File: src/sv/sgn_pkg.sv
`timescale 1ns / 1ps

package sgn_pkg;

   localparam int PosBits = 32;
   localparam int SeqCountBits = 16;
   localparam int GapBits = 16;
   localparam int CsrDataBits = 16;
   localparam int CsrIndexBits = 2;
   localparam int WideBits = ((PosBits > GapBits) ? PosBits : GapBits) + 1;

   localparam logic [PosBits-1:0] PosMax = {PosBits{1'b1}};
   localparam logic [7:0] UnknownBase = 8'd78;

   localparam logic [GapBits-1:0] MaxGapReset = 16'd200;
   localparam logic [GapBits-1:0] MinGapReset = 16'd10;
   localparam logic [GapBits-1:0] MinTailReset = 16'd10;

   localparam logic [CsrIndexBits-1:0] CsrMaxGap = 2'd0;
   localparam logic [CsrIndexBits-1:0] CsrMinGap = 2'd1;
   localparam logic [CsrIndexBits-1:0] CsrMinTail = 2'd2;

   typedef struct packed {
      logic [7:0] base;
      logic       end_of_sequence;
   } req_type;

   typedef struct packed {
      logic [15:0] sequence_number;
      logic [31:0] input_start;
      logic [31:0] segment_length;
      logic [31:0] output_offset;
      logic [15:0] following_gap;
   } rsp_type;

   typedef struct packed {
      logic [GapBits-1:0] max_gap;
      logic [GapBits-1:0] min_gap;
      logic [GapBits-1:0] min_tail;
   } cfg_type;

   function automatic logic [PosBits-1:0] span(input logic [PosBits-1:0] stop,
                                                input logic [PosBits-1:0] start);
      return (stop > start) ? stop - start : '0;
   endfunction

   function automatic logic [PosBits-1:0] sat_inc(input logic [PosBits-1:0] value);
      return (value == PosMax) ? value : value + PosBits'(1);
   endfunction

   function automatic logic [GapBits-1:0] resize_run(input logic [PosBits-1:0] len,
                                                      input logic [GapBits-1:0] max_gap,
                                                      input logic [GapBits-1:0] min_gap);
      logic [GapBits-1:0] result;
      if (WideBits'(len) >= WideBits'(max_gap)) begin
         result = max_gap;
      end else if (len == PosBits'(2)) begin
         result = min_gap;
      end else begin
         result = GapBits'(len);
      end
      return result;
   endfunction

endpackage

File: src/sv/sgn_csr.sv
`timescale 1ns / 1ps

module sgn_csr (
   input  logic                           clock,
   input  logic                           reset,
   input  logic                           csr_write_enable,
   input  logic [sgn_pkg::CsrIndexBits-1:0] csr_index,
   input  logic [sgn_pkg::CsrDataBits-1:0]  csr_write_data,
   output sgn_pkg::cfg_type               cfg
);
   import sgn_pkg::*;

   cfg_type cfg_ff;
   cfg_type cfg_in;

   always_comb begin
      cfg_in = cfg_ff;
      if (csr_write_enable) begin
         case (csr_index)
            CsrMaxGap:  cfg_in.max_gap = csr_write_data;
            CsrMinGap:  cfg_in.min_gap = csr_write_data;
            CsrMinTail: cfg_in.min_tail = csr_write_data;
            default:    cfg_in = cfg_ff;
         endcase
      end
   end

   always_ff @(posedge clock) begin
      if (reset) begin
         cfg_ff.max_gap <= MaxGapReset;
         cfg_ff.min_gap <= MinGapReset;
         cfg_ff.min_tail <= MinTailReset;
      end else begin
         cfg_ff <= cfg_in;
      end
   end

   assign cfg = cfg_ff;

endmodule

File: src/sv/sgn_core.sv
`timescale 1ns / 1ps

module sgn_core (
   input  logic             clock,
   input  logic             reset,
   input  sgn_pkg::cfg_type cfg,
   input  logic             req_valid,
   output logic             req_stall,
   input  sgn_pkg::req_type req_payload,
   output logic             result_valid,
   output sgn_pkg::rsp_type result,
   input  logic             out_free
);
   import sgn_pkg::*;

   logic                     s1_valid_ff;
   req_type                  s1_payload_ff;
   logic [PosBits-1:0]       position_ff, position_in;
   logic [PosBits-1:0]       segment_start_ff, segment_start_in;
   logic [PosBits-1:0]       run_length_ff, run_length_in;
   logic [PosBits-1:0]       run_begin_ff, run_begin_in;
   logic [PosBits-1:0]       resized_offset_ff, resized_offset_in;
   logic [SeqCountBits-1:0]  sequence_count_ff, sequence_count_in;

   logic                     req_accept, advance;
   logic                     is_n, eos;
   logic                     close_long, close_single, emit_close;
   logic                     run_n_long, emit_eos_long, emit_tail, emit;
   logic [PosBits-1:0]       pos_inc, run_length_n, run_begin_n, seg_start_n;
   logic [PosBits-1:0]       len_close, len_eos_long, len_tail;
   logic [PosBits-1:0]       len_emit, start_emit, run_sel, seg_plus_gap, new_offset;
   logic [GapBits-1:0]       gap_emit;
   logic [WideBits-1:0]      sum_seg, sum_off;

   assign is_n = (s1_payload_ff.base == UnknownBase);
   assign eos = s1_payload_ff.end_of_sequence;
   assign pos_inc = sat_inc(position_ff);

   // run tracking
   assign run_length_n = is_n ? sat_inc(run_length_ff) : '0;
   assign run_begin_n = (is_n && (run_length_ff == '0)) ? position_ff : run_begin_ff;

   // segment closed by the run that just ended
   assign close_long = !is_n && (run_length_ff >= PosBits'(2));
   assign close_single = !is_n && (run_length_ff == PosBits'(1)) && (run_begin_ff != '0);
   assign len_close = span(run_begin_ff, segment_start_ff);
   assign emit_close = (close_long || close_single) && (len_close != '0);
   assign seg_start_n = (close_long || close_single) ? position_ff : segment_start_ff;

   // end of sequence
   assign run_n_long = is_n && (run_length_n >= PosBits'(2));
   assign len_eos_long = span(run_begin_n, segment_start_ff);
   assign len_tail = span(pos_inc, seg_start_n);
   assign emit_eos_long = eos && run_n_long && (len_eos_long != '0);
   assign emit_tail = eos && !run_n_long && !emit_close && (len_tail != '0)
                      && (WideBits'(len_tail) >= WideBits'(cfg.min_tail));
   assign emit = emit_close || emit_eos_long || emit_tail;

   assign len_emit = emit_close ? len_close : (run_n_long ? len_eos_long : len_tail);
   assign start_emit = emit_close ? segment_start_ff : seg_start_n;
   assign run_sel = close_long ? run_length_ff : run_length_n;

   always_comb begin
      if (emit_tail) begin
         gap_emit = '0;
      end else if (close_single) begin
         gap_emit = cfg.min_gap;
      end else begin
         gap_emit = resize_run(run_sel, cfg.max_gap, cfg.min_gap);
      end
   end

   assign sum_seg = WideBits'(len_emit) + WideBits'(gap_emit);
   assign seg_plus_gap = (sum_seg > WideBits'(PosMax)) ? PosMax : PosBits'(sum_seg);
   assign sum_off = WideBits'(resized_offset_ff) + WideBits'(seg_plus_gap);
   assign new_offset = (sum_off > WideBits'(PosMax)) ? PosMax : PosBits'(sum_off);

   assign result.sequence_number = 16'(sequence_count_ff);
   assign result.input_start = 32'(start_emit);
   assign result.segment_length = 32'(len_emit);
   assign result.output_offset = 32'(resized_offset_ff);
   assign result.following_gap = gap_emit;

   assign result_valid = s1_valid_ff && emit;
   assign advance = s1_valid_ff && (!emit || out_free);
   assign req_stall = s1_valid_ff && !advance;
   assign req_accept = req_valid && !req_stall;

   always_comb begin
      position_in = position_ff;
      segment_start_in = segment_start_ff;
      run_length_in = run_length_ff;
      run_begin_in = run_begin_ff;
      resized_offset_in = resized_offset_ff;
      sequence_count_in = sequence_count_ff;
      if (advance) begin
         if (eos) begin
            position_in = '0;
            segment_start_in = '0;
            run_length_in = '0;
            run_begin_in = '0;
            resized_offset_in = '0;
            sequence_count_in = sequence_count_ff + SeqCountBits'(1);
         end else begin
            position_in = pos_inc;
            segment_start_in = seg_start_n;
            run_length_in = run_length_n;
            run_begin_in = run_begin_n;
            if (emit) begin
               resized_offset_in = new_offset;
            end
         end
      end
   end

   always_ff @(posedge clock) begin
      if (reset) begin
         s1_valid_ff <= 1'b0;
         position_ff <= '0;
         segment_start_ff <= '0;
         run_length_ff <= '0;
         run_begin_ff <= '0;
         resized_offset_ff <= '0;
         sequence_count_ff <= '0;
      end else begin
         if (req_accept) begin
            s1_valid_ff <= 1'b1;
         end else if (advance) begin
            s1_valid_ff <= 1'b0;
         end
         position_ff <= position_in;
         segment_start_ff <= segment_start_in;
         run_length_ff <= run_length_in;
         run_begin_ff <= run_begin_in;
         resized_offset_ff <= resized_offset_in;
         sequence_count_ff <= sequence_count_in;
      end
   end

   always_ff @(posedge clock) begin
      if (req_accept) begin
         s1_payload_ff <= req_payload;
      end
   end

   a_eos_clears: assert property (@(posedge clock) disable iff (reset)
      (advance && eos) |=> (position_ff == '0 && resized_offset_ff == '0))
      else $error("state not cleared after end of sequence");

   a_len_nonzero: assert property (@(posedge clock) disable iff (reset)
      result_valid |-> (len_emit != '0))
      else $error("empty segment reported");

   a_start_order: assert property (@(posedge clock) disable iff (reset)
      segment_start_ff <= position_ff)
      else $error("segment start beyond position");

endmodule

File: src/sv/sgn_out.sv
`timescale 1ns / 1ps

module sgn_out (
   input  logic             clock,
   input  logic             reset,
   input  logic             result_valid,
   input  sgn_pkg::rsp_type result,
   output logic             out_free,
   output logic             rsp_valid,
   input  logic             rsp_stall,
   output sgn_pkg::rsp_type rsp_payload
);
   import sgn_pkg::*;

   logic    rsp_valid_ff;
   rsp_type rsp_payload_ff;

   assign out_free = !rsp_valid_ff || !rsp_stall;

   always_ff @(posedge clock) begin
      if (reset) begin
         rsp_valid_ff <= 1'b0;
      end else if (out_free) begin
         rsp_valid_ff <= result_valid;
      end
   end

   always_ff @(posedge clock) begin
      if (out_free && result_valid) begin
         rsp_payload_ff <= result;
      end
   end

   assign rsp_valid = rsp_valid_ff;
   assign rsp_payload = rsp_payload_ff;

endmodule

File: src/sv/sequence_gap_normalizer.sv
`timescale 1ns / 1ps
// a beat waits in the input register; its segment enters the result register when that is free
// throughput: one base per cycle, set by the input register and per-base state update, while
// the result side is free; a base that closes no segment leaves without waiting for it
// reset: synchronous, active high; clears counters, valid flags and sets config to 200/10/10
// no clearing pass; the block accepts beats as soon as reset is released

module sequence_gap_normalizer (
   input  logic                             clock,
   input  logic                             reset,
   input  logic                             req_valid,
   output logic                             req_stall,
   input  sgn_pkg::req_type                 req_payload,
   output logic                             rsp_valid,
   input  logic                             rsp_stall,
   output sgn_pkg::rsp_type                 rsp_payload,
   input  logic                             csr_write_enable,
   input  logic [sgn_pkg::CsrIndexBits-1:0] csr_index,
   input  logic [sgn_pkg::CsrDataBits-1:0]  csr_write_data
);
   import sgn_pkg::*;

   cfg_type cfg;
   rsp_type result;
   logic    result_valid;
   logic    out_free;

   sgn_csr u_csr (
      .clock            (clock),
      .reset            (reset),
      .csr_write_enable (csr_write_enable),
      .csr_index        (csr_index),
      .csr_write_data   (csr_write_data),
      .cfg              (cfg)
   );

   sgn_core u_core (
      .clock        (clock),
      .reset        (reset),
      .cfg          (cfg),
      .req_valid    (req_valid),
      .req_stall    (req_stall),
      .req_payload  (req_payload),
      .result_valid (result_valid),
      .result       (result),
      .out_free     (out_free)
   );

   sgn_out u_out (
      .clock        (clock),
      .reset        (reset),
      .result_valid (result_valid),
      .result       (result),
      .out_free     (out_free),
      .rsp_valid    (rsp_valid),
      .rsp_stall    (rsp_stall),
      .rsp_payload  (rsp_payload)
   );

endmodule
File: config.mk
export PLATFORM = sky130hd
export DESIGN_NAME = sequence_gap_normalizer
export DESIGN_NICKNAME = d
export VERILOG_FILES = /design/src/sv/sgn_pkg.sv /design/src/sv/sgn_csr.sv /design/src/sv/sgn_core.sv /design/src/sv/sgn_out.sv /design/src/sv/sequence_gap_normalizer.sv
export SDC_FILE = /design/constraint.sdc
export NUM_CORES = 1
export LEC_CHECK = 0
export BUFFER_PORTS_ARGS = -buffer_cell sky130_fd_sc_hd__buf_2
export CAP_MARGIN = 20
export CORE_ASPECT_RATIO = 1.4
export CORE_MARGIN = 2
export CORE_UTILIZATION = 55
export DETAILED_ROUTE_END_ITERATION = 8
export PLACE_DENSITY = 0.83
export SLEW_MARGIN = 20
export SYNTH_ARGS = -nofsm -noshare
export SYNTH_HDL_FRONTEND = slang
export SYNTH_SLANG_ARGS = --single-unit
File: constraint.sdc
create_clock -name clock -period 21.1 [get_ports clock]
set_input_delay 1.055 -clock clock [delete_from_list [all_inputs] [get_ports clock]]
set_output_delay 1.055 -clock clock [all_outputs]
set_load 0.05 [all_outputs]
Word-level counts from Yosys, hierarchy flattened --
Cells that the tools add are included.
Word-level totals: bits in registers 363, input bits 32, output and inout port bits 130, word-level logic and storage cells 111
Cells by class: add/sub/neg operators 8, magnitude comparators 9, equal/unequal tests 7, mux-type cells 26, reduce and logical (&&, ||, !) cells 43
Operators by type and width (count):
- $mux 32 | 20
- $reduce_bool 32->1 | 4
- $gt 32x32->1 | 3
- $sub 32x32->32 | 3
- $gt 33x32->1 const B | 2
- $add 32x1->32 const B | 2
- $eq 32x32->1 const B | 2
- $ge 32x16->1 | 2
- $ge 32x2->1 const B | 2
- $mux 16 | 4
- $add 32x16->33 | 1
- $add 32x32->33 | 1
- $eq 32x1->1 const B | 1
- $eq 32x2->1 const B | 1
- $logic_not 32->1 | 1
- $logic_and 1x1->1 | 17
- $add 16x1->16 const B | 1
- $reduce_and 2->1 | 5
- $eq 8x7->1 const B | 1
- $logic_not 1->1 | 8
- $logic_or 1x1->1 | 5
- $reduce_bool 2->1 | 2
- $eq 2x1->1 const B | 1
- $eq 2x2->1 const B | 1
- 2 further kinds | 3

Logic depth before layout (Yosys ltp) --
depth after elaboration 20, gate-level depth with buffers 79, gate-level depth less buffers 71

Hierarchy --
From an unflattened synthesis, not the netlist that was laid out.
Second synthesis, totals: cells, all modules 3425, area total of the unflattened synthesis 27460.1 um^2
By module, submodules not included:
- sgn_core | times used 1, cells an instance 3111, area an instance 21624.5 um^2, sequential area each 3813.7 um^2
- sgn_out | times used 1, cells an instance 133, area an instance 3882.5 um^2, sequential area each 3863.7 um^2
- sgn_csr | times used 1, cells an instance 181, area an instance 1953.1 um^2, sequential area each 960.9 um^2

Worst setup path before layout --
OpenSTA, ideal clock, no wires.
kind register to register, start register u_core.position_ff[0], end register u_core.resized_offset_ff[10], setup time 133 ps, arrival 14326 ps, data required time 20967 ps, path slack 6641 ps, cell stages (with the launch flop) 76, buffers on the path 9, period minus slack after synthesis 14459 ps, cells stage by stage dfxtp_1 > ha_1 > buf_2 > nand3_1 > nor4_1 > nand3_1 > nand4_1 > nor3_1 > and3_1 > clkbuf_1 > xor2_1 > ha_1 > clkbuf_1 > nand3_1 > or3_1 > nor4_1 > and3_1 > nand2_1 > (+40 left out) > o21ai_0 > a31o_2 > a31oi_1 > nor3b_1 > o31a_1 > o31ai_1 > a211o_1 > o21ai_0 > or4_1 > nand2_1 > o311a_1 > nor2_1 > o21a_1 > o21ai_0 > and3b_1 > clkbuf_1 > clkbuf_1 > a21oi_1
On the way: cells in the longest elaborated chain, start to end 16, elaborated cells on any way between the ends 35, classes of those cells 5 x add/sub; 5 x order compare; 1 x eq/ne; 12 x mux; 12 x reduce/logical
Ends and longest elaborated chain:
- start: declaration | line sgn_core.sv:18 | logic [PosBits-1:0] position_ff, position_in;
- start signal: assignment | line sgn_core.sv:131 | position_ff <= position_in;
- branches (longest 16 deep; another with $add 32x16->33)
- end signal: assignment | line sgn_core.sv:135 | resized_offset_ff <= resized_offset_in;
- end: declaration | line sgn_core.sv:22 | logic [PosBits-1:0] resized_offset_ff, resized_offset_in;
Parallel ways; which one is timed is not known. The select of a mux whose other input is x is not followed. A chain may end at the register's enable or synchronous reset.

==> results_dict.tcl <==
set metrics [dict create \
    status "finished, final reports clean" \
    synth_flop_cell "dfxtp_1" \
    rows 96 \
    path_clk_slew_ns 0.06 \
    hold_buffers 0 \
    end_kind "flip-flop" \
    initial_core_util_pct 55.3 \
    syn_nets 3601 \
    skew_ns 0.0379 \
    synth-compound-area-share_pct 23.0 \
    p_seq_share_pct 41.3 \
    required_ns 21.53 \
    vias 26200 \
    route.detailed.drc 0 \
    dieHeight_um 266 \
    cellLeakagePower_nw 12.4 \
    synthSimpleGateAreaFrac_pct 21.5 \
    synthCells 3377 \
    grt.total_usage_pct 33.2 \
    worst_pin_slew_ns 1.08 \
    p_sw_mw 0.547 \
    yosys-mux-area-fraction_pct 3.53 \
    netlist_area_um2 27000 \
    final_common_cell "nor2_1" \
    rsz0062_at_grt "no" \
    min_period_ns 16.81 \
    crit_top_cell "o21ai_0" \
    setup_viol 0 \
    p_int_mw 1.27 \
    globalRouteOverflowTotal 0 \
    synth_top_family_by_area "compound AO/OA/AOI/OAI gates" \
    cts.sinks 363 \
    areaGrowthSynthToFinish_pct 9.08 \
    p_sw_share_pct 30.2 \
    r2r_slack_ns 4.29 \
    rr_startpoint "u_core.position_ff[0]" \
    grt_pass1_vias 24500 \
    r2r_cells 68 \
    die-area_um2 50900 \
    numPortBuffers 161 \
    antenna_found_initial 0 \
    cts.path.max_buffers 3 \
    p_comb_share_pct 18.7 \
    drt_iter0_drc 2432 \
    synth_edf_count 137 \
    stdcell_area_um2 29400 \
    coreArea_um2 48800 \
    maxCapViolations 0 \
    worstHoldStart "u_core.resized_offset_ff[23]" \
    cts_root_buf "clkbuf_16" \
    tritoncts "done" \
    clk_latency_ns 0.61 \
    cp-start-kind "flip-flop" \
    ys_ff_latch 363 \
    pwr-share-clk_pct 40.0 \
    dr.pass1.iters 7 \
    hold_slack_ns 0.451 \
    power_density_nw_per_um2 61.6 \
    hold-path-endpoint "u_out.rsp_payload[39]" \
    synth_cell_types 100 \
    max_freq_mhz 59.5 \
    maxSlewViolCount 0 \
    cp.arrival_ns 17.23 \
    die_w_um 191 \
    cp_slowest_stage_delay_ns 0.75 \
    yosysWarnings 0 \
    timing.rr.end "u_core.resized_offset_ff[25]" \
    ir_drop_v 0.0000531 \
    synthArstFlopShare_pct 0 \
    gp_congestion 1.02 \
    hold_viol 0 \
    drive_above_1_share_pct 10.2 \
    nets 3634 \
    yosys.area_share.adder_pct 9.04 \
    crit_slowest_cell "nor4_1" \
    synth_xor_area_share_pct 5.61 \
    grt_max_degree 98 \
    wl_per_cell_um 21.3 \
    fin_tns_setup_ns 0 \
    critical_path_class "flip-flop to flip-flop" \
    h-tree-depth 2 \
    holdPathStages 0 \
    fin_util_pct 60.4 \
    drtAntennaViolNets 0 \
    grt_pass1_wl_um 133000 \
    cp_max_fo 32 \
    yosysSeqAreaShare_pct 32.0 \
    finalCritPeriodShare_pct 79.6 \
    cts_repair_resize_count 0 \
    final_cell_mix "381 x nor2_1, 344 x a21oi_1, 322 x nand2_1" \
    via_per_inst 6.42 \
    syn_avg_cell_area_um2 7.99 \
    relSlewSlack_pct 27.7 \
    placed_cell_area_um2 28100 \
    hold_path_class "flip-flop to flip-flop" \
    numCtsBuffers 38 \
    io_pins 162 \
    wl_um 87000 \
    cts_setup_buffers 0 \
    dp_hpwl_um 66000 \
]
==> state kept, by name, indices dropped and copies added, names as in the netlist <==
signal,flops
u_core.run_length_ff,32
u_core.sequence_count_ff,16
u_core.resized_offset_ff,32
u_csr.cfg,48
u_out.rsp_valid,1
u_core.s1_payload_ff,8
u_core.position_ff,32
u_out.rsp_payload,128
u_core.eos,1
u_core.run_begin_ff,32
u_core.s1_valid_ff,1
u_core.segment_start_ff,32
==> layout make-up <==
class | instances | area, µm²
Fill cell | 4393 | 19300
Timing Repair Buffer | 189 | 1040
Multi-Input combinational cell | 2650 | 17000
Antenna cell | 1 | 2.50
Sequential cell | 363 | 8640
Inverter | 168 | 631
Clock inverter | 24 | 303
Clock buffer | 46 | 1020
Tap cell | 637 | 797
==> synth_stat cells (63+ instances only) <==
master | number | area (µm²)
nand3_1 | 76 | 380
nand4_1 | 67 | 419
a21oi_1 | 346 | 1730
dfxtp_1 | 226 | 4520
xnor2_1 | 110 | 963
a211oi_1 | 76 | 571
o21ai_0 | 213 | 1070
nand2_1 | 322 | 1210
edfxtp_1 | 137 | 4110
xor2_1 | 63 | 552
ha_1 | 187 | 2340
inv_1 | 167 | 627
nor2_1 | 382 | 1430
clkbuf_1 | 161 | 604
a21o_1 | 79 | 593
==> metrics by stage <==
| stage | setup WS [ns] | instances | total power, mW |
|---|---|---|---|
| 2_1_floorplan | 6.64 | 3377 | 0.994 |
| 3_3_place_gp | 4.68 | 4006 | 1.09 |
| 3_5_place_dp | 4.31 | 4006 | 1.09 |
| 4_1_cts | 4.23 | 4076 | 1.81 |
| 5_1_grt | 2.89 | 4077 | 1.87 |
| 6_report | 4.29 | 4078 | 1.81 |
==> how the worst max path moves through the flow <==
stage | from | to | cells past startpoint
after detailed placement | u_core.position_ff[0] | u_core.resized_offset_ff[0] | 67
after CTS | u_core.position_ff[0] | u_core.resized_offset_ff[25] | 67
after floorplan | u_core.position_ff[0] | u_core.resized_offset_ff[10] | 75
final | u_core.position_ff[0] | u_core.resized_offset_ff[25] | 68
after global routing | u_core.position_ff[0] | u_core.resized_offset_ff[25] | 68
after global placement | u_core.position_ff[0] | u_core.resized_offset_ff[0] | 67
==> worst max-delay path: cells and delay by family, from the launching register on <==
family,cells,cell delay (ns)
AOI/OAI and AO/OA,29,5.98
xor gates and xnor gates,1,0.16
adders and majority gates,6,2.07
buffers and inverters,1,0.24
DFF,1,0.44
and+or+nand+nor,31,7.69
==> layer usage <==
| metal | global-route usage (%) | part of all wire, % | vias to the layer above | wire [µm] |
|---|---|---|---|---|
| met4 | 22.6 | 7.3 | 0 | 6380 |
| met3 | 4.31 | 6.6 | 306 | 5730 |
| met5 | 0 | 0 | - | 0 |
| li1 | - | - | 12300 | - |
| met1 | 38.9 | 38 | 12400 | 33500 |
| met2 | 56.2 | 48 | 1146 | 41400 |
==> power by group through the flow <==
| stage | Sequential [mW] | Combinational [mW] | Clock (mW) |
|---|---|---|---|
| 2_1_floorplan | 0.763 | 0.231 | 0 |
| 3_3_place_gp | 0.763 | 0.326 | 0 |
| 3_5_place_dp | 0.764 | 0.328 | 0 |
| 4_1_cts | 0.749 | 0.330 | 0.733 |
| 5_1_grt | 0.750 | 0.363 | 0.756 |
| 6_report | 0.749 | 0.340 | 0.725 |
==> cell families (layout without fill, tap and decap cells) <==
group	Yosys count	in the layout
simple gates	1203	1203
compound gates	992	992
buf+inv	364	427
flops	363	363
fa+ha+maj	192	192
xor+xnor	173	173
mux	90	90
other cells	0	1
Power figures use the tool's default switching activity.
